$ cat config.mk
export PLATFORM = sky130hd
export DESIGN_NAME = indicator_buzzer_motor_timer
export DESIGN_NICKNAME = d
export VERILOG_FILES = /design/src/hdl/ibmt_pkg.sv /design/src/hdl/ibmt_in_reg.sv /design/src/hdl/ibmt_core.sv /design/src/hdl/ibmt_out_reg.sv /design/src/hdl/indicator_buzzer_motor_timer.sv
export SDC_FILE = /design/constraint.sdc
export NUM_CORES = 1
export LEC_CHECK = 0
export BUFFER_PORTS_ARGS = -buffer_cell sky130_fd_sc_hd__buf_2
export CORE_MARGIN = 1.5
export CORE_UTILIZATION = 50
export DETAILED_ROUTE_END_ITERATION = 7
export PLACE_DENSITY_LB_ADDON = 0.08
export SKIP_LAST_GASP = 1
export SYNTH_ARGS = -nofsm -noshare
export SYNTH_HDL_FRONTEND = slang
export SYNTH_SLANG_ARGS = --single-unit
$ cat constraint.sdc
create_clock -name clk -period 4.42 [get_ports clk]
set_input_delay 0.442 -clock clk [delete_from_list [all_inputs] [get_ports clk]]
set_output_delay 0.442 -clock clk [all_outputs]
set_load 0.005 [all_outputs]
$ cat src/hdl/ibmt_pkg.sv
// Package for the indicator/buzzer/motor timer block.
// Holds the word types of both channels, command codes, reset values and
// the auto-blink selection function. No dependencies.
package ibmt_pkg;

  // Command codes carried in the op field
  typedef enum logic [3:0] {
    OP_TICK       = 4'd0,
    OP_BUZZER     = 4'd1,
    OP_BLINK      = 4'd2,
    OP_FLASH      = 4'd3,
    OP_SPEED_A    = 4'd4,
    OP_SPEED_B    = 4'd5,
    OP_TIMEOUT    = 4'd6,
    OP_FRONT_SET  = 4'd7,
    OP_FRONT_CLR  = 4'd8,
    OP_FRONT_TGL  = 4'd9,
    OP_RESET_VALS = 4'd10
  } ibmt_op_t;

  // Configuration register indexes
  typedef enum logic [1:0] {
    CFG_WD_RELOAD  = 2'd0,
    CFG_TURN_THR   = 2'd1,
    CFG_FLASH_ON   = 2'd2
  } ibmt_cfg_idx_t;

  localparam int unsigned CFG_IDX_W  = 2;
  localparam int unsigned CFG_DATA_W = 8;

  localparam logic [7:0] WD_RELOAD_RST = 8'd10;
  localparam logic [7:0] TURN_THR_RST  = 8'd64;
  localparam logic [7:0] FLASH_ON_RST  = 8'd25;

  localparam logic [4:0] TONE_PERIOD_LONG  = 5'd16;
  localparam logic [4:0] TONE_PERIOD_SHORT = 5'd8;
  localparam logic [7:0] PRESCALE_PRESET   = 8'hFF;
  localparam logic [7:0] BLINK_AUTO_MIN    = 8'd5;
  localparam logic [2:0] BLINK_READ_AUTO   = 3'd5;

  // Blink mode codes
  localparam logic [2:0] BLINK_OFF   = 3'd0;
  localparam logic [2:0] BLINK_RIGHT = 3'd1;
  localparam logic [2:0] BLINK_LEFT  = 3'd2;
  localparam logic [2:0] BLINK_BOTH  = 3'd4;

  typedef struct packed {
    logic [3:0] op;
    logic [7:0] value;
  } ibmt_in_t;

  typedef struct packed {
    logic       left_led;
    logic       right_led;
    logic       front_led;
    logic       top_led;
    logic       buzzer_pin;
    logic [7:0] speed_a;
    logic [7:0] speed_b;
    logic [2:0] blink_readback;
    logic [7:0] buzzer_value;
    logic [7:0] flash_value;
    logic [7:0] timeout_value;
  } ibmt_out_t;

  // Pick the blink pattern from the motor speed difference
  function automatic logic [2:0] auto_blink_mode(input logic [7:0] a,
                                                 input logic [7:0] b,
                                                 input logic [7:0] thr);
    logic [2:0] mode;
    mode = BLINK_BOTH;
    if (a >= b) begin
      if ((a - b) >= thr) mode = BLINK_RIGHT;
    end else begin
      if ((b - a) >= thr) mode = BLINK_LEFT;
    end
    return mode;
  endfunction

endpackage

$ cat src/hdl/ibmt_in_reg.sv
// Input word register of the indicator/buzzer/motor timer.
// Depends on ibmt_pkg for the input word type.
module ibmt_in_reg import ibmt_pkg::*; (
  input  logic     clk,
  input  logic     rst_n,
  input  logic     in_valid,
  output logic     in_ready,
  input  ibmt_in_t in_data,
  input  logic     advance,
  output logic     item_valid,
  output ibmt_in_t item
);

  logic     valid_r;
  logic     valid_nxt;
  ibmt_in_t item_r;

  // Slot frees up when its word moves on this cycle
  assign in_ready  = !valid_r || advance;
  assign valid_nxt = (in_valid && in_ready) ? 1'b1 : (advance ? 1'b0 : valid_r);

  always_ff @(posedge clk) begin
    if (!rst_n) begin
      valid_r <= 1'b0;
    end else begin
      valid_r <= valid_nxt;
    end
  end

  always_ff @(posedge clk) begin
    if (in_valid && in_ready) begin
      item_r <= in_data;
    end
  end

  assign item_valid = valid_r;
  assign item       = item_r;

endmodule

$ cat src/hdl/ibmt_core.sv
// State and update logic of the indicator/buzzer/motor timer: counters,
// modes, PWM values, pin levels and configuration registers.
// Depends on ibmt_pkg for word types, codes and auto_blink_mode().
module ibmt_core import ibmt_pkg::*; (
  input  logic                  clk,
  input  logic                  rst_n,
  input  logic                  cfg_we,
  input  logic [CFG_IDX_W-1:0]  cfg_index,
  input  logic [CFG_DATA_W-1:0] cfg_wdata,
  input  logic                  step_en,
  input  ibmt_in_t              item,
  output ibmt_out_t             result
);

  // configuration
  logic [7:0] wd_reload_r;
  logic [7:0] turn_thr_r;
  logic [7:0] flash_on_r;

  // state
  logic [3:0] td_r, td_nxt;
  logic [7:0] sp_r, sp_nxt;
  logic [4:0] tc_r, tc_nxt;
  logic       short_r, short_nxt;
  logic [7:0] bs_r, bs_nxt;
  logic [2:0] bm_r, bm_nxt;
  logic       auto_r, auto_nxt;
  logic [7:0] fm_r, fm_nxt;
  logic [7:0] we_r, we_nxt;
  logic [7:0] wc_r, wc_nxt;
  logic [7:0] pwm_a_r, pwm_a_nxt;
  logic [7:0] pwm_b_r, pwm_b_nxt;
  logic       left_r, left_nxt;
  logic       right_r, right_nxt;
  logic       front_r, front_nxt;
  logic       top_r, top_nxt;
  logic       buzz_r, buzz_nxt;

  logic       run_poll;
  logic       wrap;
  logic       rearm;
  logic       eval_blink;
  logic [4:0] tc_inc;
  logic [4:0] period;

  always_ff @(posedge clk) begin
    if (!rst_n) begin
      wd_reload_r <= WD_RELOAD_RST;
      turn_thr_r  <= TURN_THR_RST;
      flash_on_r  <= FLASH_ON_RST;
    end else if (cfg_we) begin
      case (cfg_index)
        CFG_WD_RELOAD: wd_reload_r <= cfg_wdata;
        CFG_TURN_THR:  turn_thr_r  <= cfg_wdata;
        CFG_FLASH_ON:  flash_on_r  <= cfg_wdata;
        default: ;
      endcase
    end
  end

  always_comb begin
    td_nxt     = td_r;
    sp_nxt     = sp_r;
    tc_nxt     = tc_r;
    short_nxt  = short_r;
    bs_nxt     = bs_r;
    bm_nxt     = bm_r;
    auto_nxt   = auto_r;
    fm_nxt     = fm_r;
    we_nxt     = we_r;
    wc_nxt     = wc_r;
    pwm_a_nxt  = pwm_a_r;
    pwm_b_nxt  = pwm_b_r;
    left_nxt   = left_r;
    right_nxt  = right_r;
    front_nxt  = front_r;
    top_nxt    = top_r;
    buzz_nxt   = buzz_r;
    run_poll   = 1'b0;
    wrap       = 1'b0;
    rearm      = 1'b0;
    eval_blink = 1'b0;
    tc_inc     = tc_r + 5'd1;
    period     = short_r ? TONE_PERIOD_SHORT : TONE_PERIOD_LONG;

    case (item.op)
      OP_TICK: begin
        td_nxt   = td_r + 4'd1;
        run_poll = (td_r == 4'hF);
        if (tc_inc >= period) begin
          tc_nxt   = 5'd0;
          buzz_nxt = (bs_r != 8'd0) ? ~buzz_r : 1'b0;
        end else begin
          tc_nxt = tc_inc;
        end
        if (run_poll) begin
          sp_nxt = sp_r + 8'd1;
          wrap   = (sp_r == 8'hFF);
          if (wrap) begin
            short_nxt = ~short_r;
            if (wc_r != 8'd0) begin
              // watchdog expiry stops motors and buzzer
              if (wc_r == 8'd1) begin
                pwm_a_nxt = 8'd0;
                pwm_b_nxt = 8'd0;
                bs_nxt    = 8'd0;
              end
              wc_nxt = wc_r - 8'd1;
            end
          end
          if (bm_r == BLINK_OFF) begin
            left_nxt  = 1'b0;
            right_nxt = 1'b0;
          end else if (bm_r[2]) begin
            left_nxt  = 1'b1;
            right_nxt = 1'b1;
          end else if (wrap) begin
            left_nxt  = bm_r[1] ? ~left_r  : 1'b0;
            right_nxt = bm_r[0] ? ~right_r : 1'b0;
          end
          if (fm_r == 8'd0) begin
            top_nxt = 1'b0;
          end else if (fm_r == 8'd1) begin
            top_nxt = (sp_nxt <= flash_on_r);
          end else begin
            top_nxt = 1'b1;
          end
        end
      end
      OP_BUZZER: begin
        if (item.value != bs_r && item.value != 8'd0) begin
          sp_nxt    = PRESCALE_PRESET;
          short_nxt = 1'b1;
        end
        bs_nxt = item.value;
        rearm  = 1'b1;
      end
      OP_BLINK: begin
        if (item.value >= BLINK_AUTO_MIN) begin
          auto_nxt   = 1'b1;
          eval_blink = 1'b1;
        end else begin
          auto_nxt = 1'b0;
          if (bm_r == BLINK_OFF) sp_nxt = PRESCALE_PRESET;
          left_nxt  = 1'b0;
          right_nxt = 1'b0;
          bm_nxt    = item.value[2:0];
        end
      end
      OP_FLASH: fm_nxt = item.value;
      OP_SPEED_A: begin
        pwm_a_nxt  = item.value;
        rearm      = 1'b1;
        eval_blink = 1'b1;
      end
      OP_SPEED_B: begin
        pwm_b_nxt  = item.value;
        rearm      = 1'b1;
        eval_blink = 1'b1;
      end
      OP_TIMEOUT: begin
        we_nxt = item.value;
        rearm  = 1'b1;
      end
      OP_FRONT_SET: front_nxt = 1'b1;
      OP_FRONT_CLR: front_nxt = 1'b0;
      OP_FRONT_TGL: front_nxt = ~front_r;
      OP_RESET_VALS: begin
        // buzzer off, both speeds zero; no prescaler preset for a zero write
        bs_nxt     = 8'd0;
        pwm_a_nxt  = 8'd0;
        pwm_b_nxt  = 8'd0;
        rearm      = 1'b1;
        eval_blink = 1'b1;
      end
      default: ;
    endcase

    if (rearm && we_nxt != 8'd0) wc_nxt = wd_reload_r;
    if (eval_blink && auto_nxt) bm_nxt = auto_blink_mode(pwm_a_nxt, pwm_b_nxt, turn_thr_r);
  end

  always_ff @(posedge clk) begin
    if (!rst_n) begin
      td_r    <= '0;
      sp_r    <= '0;
      tc_r    <= '0;
      short_r <= 1'b0;
      bs_r    <= '0;
      bm_r    <= BLINK_OFF;
      auto_r  <= 1'b0;
      fm_r    <= '0;
      we_r    <= '0;
      wc_r    <= '0;
      pwm_a_r <= '0;
      pwm_b_r <= '0;
      left_r  <= 1'b0;
      right_r <= 1'b0;
      front_r <= 1'b0;
      top_r   <= 1'b0;
      buzz_r  <= 1'b0;
    end else if (step_en) begin
      td_r    <= td_nxt;
      sp_r    <= sp_nxt;
      tc_r    <= tc_nxt;
      short_r <= short_nxt;
      bs_r    <= bs_nxt;
      bm_r    <= bm_nxt;
      auto_r  <= auto_nxt;
      fm_r    <= fm_nxt;
      we_r    <= we_nxt;
      wc_r    <= wc_nxt;
      pwm_a_r <= pwm_a_nxt;
      pwm_b_r <= pwm_b_nxt;
      left_r  <= left_nxt;
      right_r <= right_nxt;
      front_r <= front_nxt;
      top_r   <= top_nxt;
      buzz_r  <= buzz_nxt;
    end
  end

  // result shows the levels after this word
  always_comb begin
    result.left_led       = left_nxt;
    result.right_led      = right_nxt;
    result.front_led      = front_nxt;
    result.top_led        = top_nxt;
    result.buzzer_pin     = buzz_nxt;
    result.speed_a        = pwm_a_nxt;
    result.speed_b        = pwm_b_nxt;
    result.blink_readback = auto_nxt ? BLINK_READ_AUTO : bm_nxt;
    result.buzzer_value   = bs_nxt;
    result.flash_value    = fm_nxt;
    result.timeout_value  = we_nxt;
  end

  a_tone_range: assert property (@(posedge clk) disable iff (!rst_n)
    tc_r < TONE_PERIOD_LONG)
    else $error("tone counter out of range");

  a_auto_mode: assert property (@(posedge clk) disable iff (!rst_n)
    auto_r |-> (bm_r == BLINK_RIGHT || bm_r == BLINK_LEFT || bm_r == BLINK_BOTH))
    else $error("auto-blink left an illegal blink mode");

  a_poll_adv: assert property (@(posedge clk) disable iff (!rst_n)
    step_en && item.op == OP_TICK && td_r == 4'hF |=> sp_r == $past(sp_r) + 8'd1)
    else $error("prescaler missed a divider wrap");

  a_wd_expire: assert property (@(posedge clk) disable iff (!rst_n)
    step_en && item.op == OP_TICK && td_r == 4'hF && sp_r == 8'hFF && wc_r == 8'd1
    |=> pwm_a_r == 8'd0 && pwm_b_r == 8'd0 && bs_r == 8'd0 && wc_r == 8'd0)
    else $error("watchdog expiry did not stop outputs");

endmodule

$ cat src/hdl/ibmt_out_reg.sv
// Result word register of the indicator/buzzer/motor timer.
// Depends on ibmt_pkg for the result word type.
module ibmt_out_reg import ibmt_pkg::*; (
  input  logic      clk,
  input  logic      rst_n,
  input  logic      load,
  input  ibmt_out_t load_data,
  output logic      can_load,
  output logic      out_valid,
  input  logic      out_ready,
  output ibmt_out_t out_data
);

  logic      valid_r;
  logic      valid_nxt;
  ibmt_out_t data_r;

  assign can_load  = !valid_r || out_ready;
  assign valid_nxt = load ? 1'b1 : (out_ready ? 1'b0 : valid_r);

  always_ff @(posedge clk) begin
    if (!rst_n) begin
      valid_r <= 1'b0;
    end else begin
      valid_r <= valid_nxt;
    end
  end

  always_ff @(posedge clk) begin
    if (load) begin
      data_r <= load_data;
    end
  end

  assign out_valid = valid_r;
  assign out_data  = data_r;

endmodule

$ cat src/hdl/indicator_buzzer_motor_timer.sv
// Top level of the indicator/buzzer/motor timer block.
// Depends on ibmt_pkg, ibmt_in_reg, ibmt_core and ibmt_out_reg.
//
//   port group | dir | handshake          | word
//   -----------+-----+--------------------+--------------------------------
//   in_        | in  | in_valid/in_ready  | ibmt_in_t  (op, value)
//   out_       | out | out_valid/out_ready| ibmt_out_t (pins, values)
//   cfg_       | in  | cfg_we, no wait    | cfg_index selects, cfg_wdata
//
// One word per cycle sustained while out_ready stays high. A word is held
// in the input register, is applied to the state by the core, and its result
// lands in the output register in the same step as the state update.
// Reset (rst_n low, synchronous) clears all state, loads the config reset
// values and empties both registers.
// A stalled out_ready holds the result; the input register still takes one
// more word, after which in_ready drops until the result is taken.
// Config writes take effect at the next edge; write only while idle.
module indicator_buzzer_motor_timer import ibmt_pkg::*; (
  input  logic                  clk,
  input  logic                  rst_n,
  input  logic                  in_valid,
  output logic                  in_ready,
  input  ibmt_in_t              in_data,
  output logic                  out_valid,
  input  logic                  out_ready,
  output ibmt_out_t             out_data,
  input  logic                  cfg_we,
  input  logic [CFG_IDX_W-1:0]  cfg_index,
  input  logic [CFG_DATA_W-1:0] cfg_wdata
);

  logic      item_valid;
  ibmt_in_t  item;
  logic      can_load;
  logic      step_en;
  ibmt_out_t step_result;

  // a word moves from input register into state and result together
  assign step_en = item_valid && can_load;

  ibmt_in_reg u_in_reg (
    .clk        (clk),
    .rst_n      (rst_n),
    .in_valid   (in_valid),
    .in_ready   (in_ready),
    .in_data    (in_data),
    .advance    (step_en),
    .item_valid (item_valid),
    .item       (item)
  );

  ibmt_core u_core (
    .clk       (clk),
    .rst_n     (rst_n),
    .cfg_we    (cfg_we),
    .cfg_index (cfg_index),
    .cfg_wdata (cfg_wdata),
    .step_en   (step_en),
    .item      (item),
    .result    (step_result)
  );

  ibmt_out_reg u_out_reg (
    .clk       (clk),
    .rst_n     (rst_n),
    .load      (step_en),
    .load_data (step_result),
    .can_load  (can_load),
    .out_valid (out_valid),
    .out_ready (out_ready),
    .out_data  (out_data)
  );

endmodule

==> results.sh <==
export IMPL_status="finished clean"
export IMPL_clkTransAtPathRegs_ns=0.06
export IMPL_nets=1017
export IMPL_synth_top_cells_by_area="dfxtp_1 25%, edfxtp_1 22%, ha_1 7.2%"
export IMPL_wl_per_cell_um=17.9
export IMPL_final_area_mm2=0.00978
export IMPL_cap_violations=0
export IMPL_vias_per_cell=5.66
export IMPL_wirelength_um=20900
export IMPL_vias=6619
export IMPL_die_h_um=131
export IMPL_hold_violations=0
export IMPL_worst_slew_pin_slew_ns=1.25
export IMPL_syn2layout_area_growth_pct=19.9
export IMPL_ys_async_sr_fraction_pct=0
export IMPL_power_leakage_nw=3.98
export IMPL_cp_start_kind="flip-flop"
export IMPL_ant_nets=0
export IMPL_period_needed_ns=4.30
export IMPL_worstPathArrival_ns=4.49
export IMPL_syn_area_mm2=0.00816
export IMPL_yosysUniqueCellTypes=70
export IMPL_nFillCells=1339
export IMPL_clockBufferDepth=2
export IMPL_yosysTopAreaCellShare_pct=24.8
export IMPL_cts_tree="built"
export IMPL_fin_skew_ns=0.00922
export IMPL_fin_crit_sh_pct=97.4
export IMPL_gp_congestion=0.889
export IMPL_powerDensity_mw_per_mm2=371
export IMPL_hold_buffers=0
export IMPL_grt_pass1_vias=6593
export IMPL_clkLatencyLatePin_ns=0.43
export IMPL_design_power_total_mw=3.63
export IMPL_maxSlewViolCount=0
export IMPL_seqPwrFrac_pct=44.7
export IMPL_overflow=0
export IMPL_cp_required_ns=4.60
export IMPL_cts_sinks=161
export IMPL_power_switching_share_pct=26.4
export IMPL_relSlewSlack_pct=16.1
export IMPL_grt_pass1_wl_um=32900
export IMPL_drtIter0Drc=499
export IMPL_setup_violations_final=0
export IMPL_antenna_found_initial=0
export IMPL_clock_fmax_ghz=0.232
export IMPL_peakVddDrop_v=0.000315
export IMPL_syn_inst=830
export IMPL_ff_latch_area_mm2=0.00383
export IMPL_fp_dieW_um=131
export IMPL_dp_slack_ns=0.0570
export IMPL_final_common_cell="dfxtp_1"
export IMPL_drive_gt1_share_pct=23.8
export IMPL_p_clk_share_pct=41.2
export IMPL_timing_hold_ws_ns=0.192
export IMPL_p_int_mw=2.67
export IMPL_multi_input_area_mm2=0.00409
export IMPL_yosysTopAreaCell="dfxtp_1"
export IMPL_crit_type="flip-flop to flip-flop"
export IMPL_cts_root_buffer="clkbuf_16"
export IMPL_io_pins=77
export IMPL_avgSynthCellArea_um2=9.83
export IMPL_antenna_cells=0
export IMPL_synth_seq_cells=161
export IMPL_final_cell_mix="99 x dfxtp_1, 89 x nand2_1, 76 x buf_2, 64 x nor2_1, 64 x buf_4"
export IMPL_crit_fanout=6
export IMPL_initial_utilization_pct=51.4
export IMPL_port_buffers=76
export IMPL_ys_seq_area_share_pct=46.9
export IMPL_drc=0
export IMPL_synth_flop_cell="dfxtp_1"
export IMPL_first_pass_iters=5
export IMPL_syn_nets=906
export IMPL_switchingPower_mw=0.959
export IMPL_fp_coreArea_mm2=0.0159
export IMPL_htreeDepth=4
export IMPL_num_rows=46
export IMPL_synth_edf_count=60
export IMPL_comb_power_share_pct=14.1
export IMPL_fin_ws_ns=0.115
export IMPL_die_area_mm2=0.0171
export IMPL_place_area_mm2=0.00907
export IMPL_grt_max_degree=45
export IMPL_track_usage_pct=25.2
export IMPL_dp_hpwl_um=15000
export IMPL_crit_path_end_kind="flip-flop"
export IMPL_cts_buffers=17
export IMPL_hold_path_class="input port to flip-flop"
export IMPL_yosys_warnings=0
-- cell usage after synthesis (all sizes together), types with 7 or more instances --
| library cell | number |
|---|---|
| o21ai | 42 |
| o21a | 8 |
| nand3 | 14 |
| ha | 47 |
| mux2 | 18 |
| a22o | 17 |
| nand2 | 90 |
| nor2b | 11 |
| clkbuf | 36 |
| edfxtp | 60 |
| mux2i | 25 |
| dfxtp | 101 |
| xnor2 | 20 |
| a21oi | 61 |
| xor2 | 12 |
| nor3 | 10 |
| nand4 | 9 |
| nand2b | 9 |
| buf | 12 |
| nor4 | 11 |
| inv | 37 |
| a22oi | 25 |
| nor2 | 64 |
| a31oi | 7 |
-- sequential cells by signal, summed over array words and instances (netlist names), 3 cells and up --
signal	flops
u_in_reg.item	12
u_core.flash_on_r	8
u_core.pwm_a_r	8
u_core.fm_r	8
u_core.td_r	4
u_core.pwm_b_r	8
u_core.we_r	8
u_core.tc_r	5
u_core.bs_r	8
u_core.bm_r	3
u_out_reg.out_data	48
u_core.turn_thr_r	8
u_core.wd_reload_r	8
u_core.sp_r	8
u_core.wc_r	8
-- layout make-up --
| class | instances | area share [%] |
|---|---|---|
| Inverter | 37 | 1.42 |
| Timing Repair Buffer | 140 | 8.80 |
| Sequential cell | 161 | 39.1 |
| Clock buffer | 17 | 4.35 |
| Multi-Input combinational cell | 584 | 41.8 |
| Tap cell | 216 | 2.76 |
| Clock inverter | 15 | 1.78 |
-- worst max-delay path: stages, from the launching register on --
cell and delay (ns):
dfxtp_1 0.36, nor3_1 0.40, nand4_1 0.22, o31a_1 0.42, a22oi_2 0.26, inv_1 0.11
ha_1 0.31, nor2b_1 0.13, o21ai_0 0.15, nand2b_1 0.13, a21o_1 0.19, a21oi_1 0.18
xnor2_1 0.15, ha_1 0.27, a41o_1 0.24, a21oi_1 0.16, o31ai_2 0.10, nand2_1 0.09
a2bb2oi_2 0.15, nor2_1 0.05
-- cell families (layout without fill, tap and decap cells) --
| group | after synthesis | count (layout) | share of synthesized area [%] |
|---|---|---|---|
| XOR/XNOR | 32 | 32 | 3.44 |
| multiplexers | 43 | 43 | 5.55 |
| flip-flops | 161 | 161 | 46.9 |
| adder cells (fa/ha/maj) | 49 | 49 | 7.70 |
| AND/OR/NAND/NOR | 254 | 254 | 15.6 |
| AO/OA/AOI/OAI | 206 | 206 | 16.7 |
| buffers and inverters | 85 | 209 | 4.14 |
-- per-layer routing --
layer  share of wire, %  routed length (um)  GRT usage, %
met3                4.1                 851          4.72
met5                  0                   0             0
met4                2.4                 497          10.4
met1                 45                9430          32.2
met2                 48               10100          42.3
-- timing repair --
action / in CTS / in global routing
setup buffers: 0 / 4
gates resized for setup: 0 / 25
setup endpoints to repair: 0 / 5
-- power by group through the flow --
| stage | Combinational, mW | Clock [mW] | Sequential [mW] |
|---|---|---|---|
| 2_1_floorplan | 0.322 | 0 | 1.64 |
| 5_1_grt | 0.574 | 1.58 | 1.63 |
| 3_3_place_gp | 0.475 | 0 | 1.65 |
| 4_1_cts | 0.487 | 1.53 | 1.62 |
| 3_5_place_dp | 0.482 | 0 | 1.65 |
| 6_report | 0.513 | 1.49 | 1.62 |
-- through the flow --
stage | cells | TNS [ns] | util (%)
2_1_floorplan | 830 | 0 | -
3_3_place_gp | 1134 | 0 | 57.1
3_5_place_dp | 1134 | 0 | 57.1
4_1_cts | 1166 | 0 | 60.8
5_1_grt | 1170 | -0.0925 | 61.6
6_report | 1170 | 0 | 61.6
-- final timing paths --
kind	from	endpoint	slack [ns]	cells past startpoint
worst min register to register	u_core.we_r[3]$_SDFFE_PN0P_	u_core.we_r[3]$_SDFFE_PN0P_	0.47	2
worst min-delay path	in_data[6]	u_in_reg.item[6]$_DFFE_PP_	0.19	1
worst max register to register	u_core.wc_r[2]$_SDFFE_PN0P_	u_out_reg.out_data[25]$_SDFFCE_PN0P_	0.12	19
worst max-delay path	u_core.wc_r[2]$_SDFFE_PN0P_	u_out_reg.out_data[25]$_SDFFCE_PN0P_	0.12	19
(Power assumes the default switching activity.)
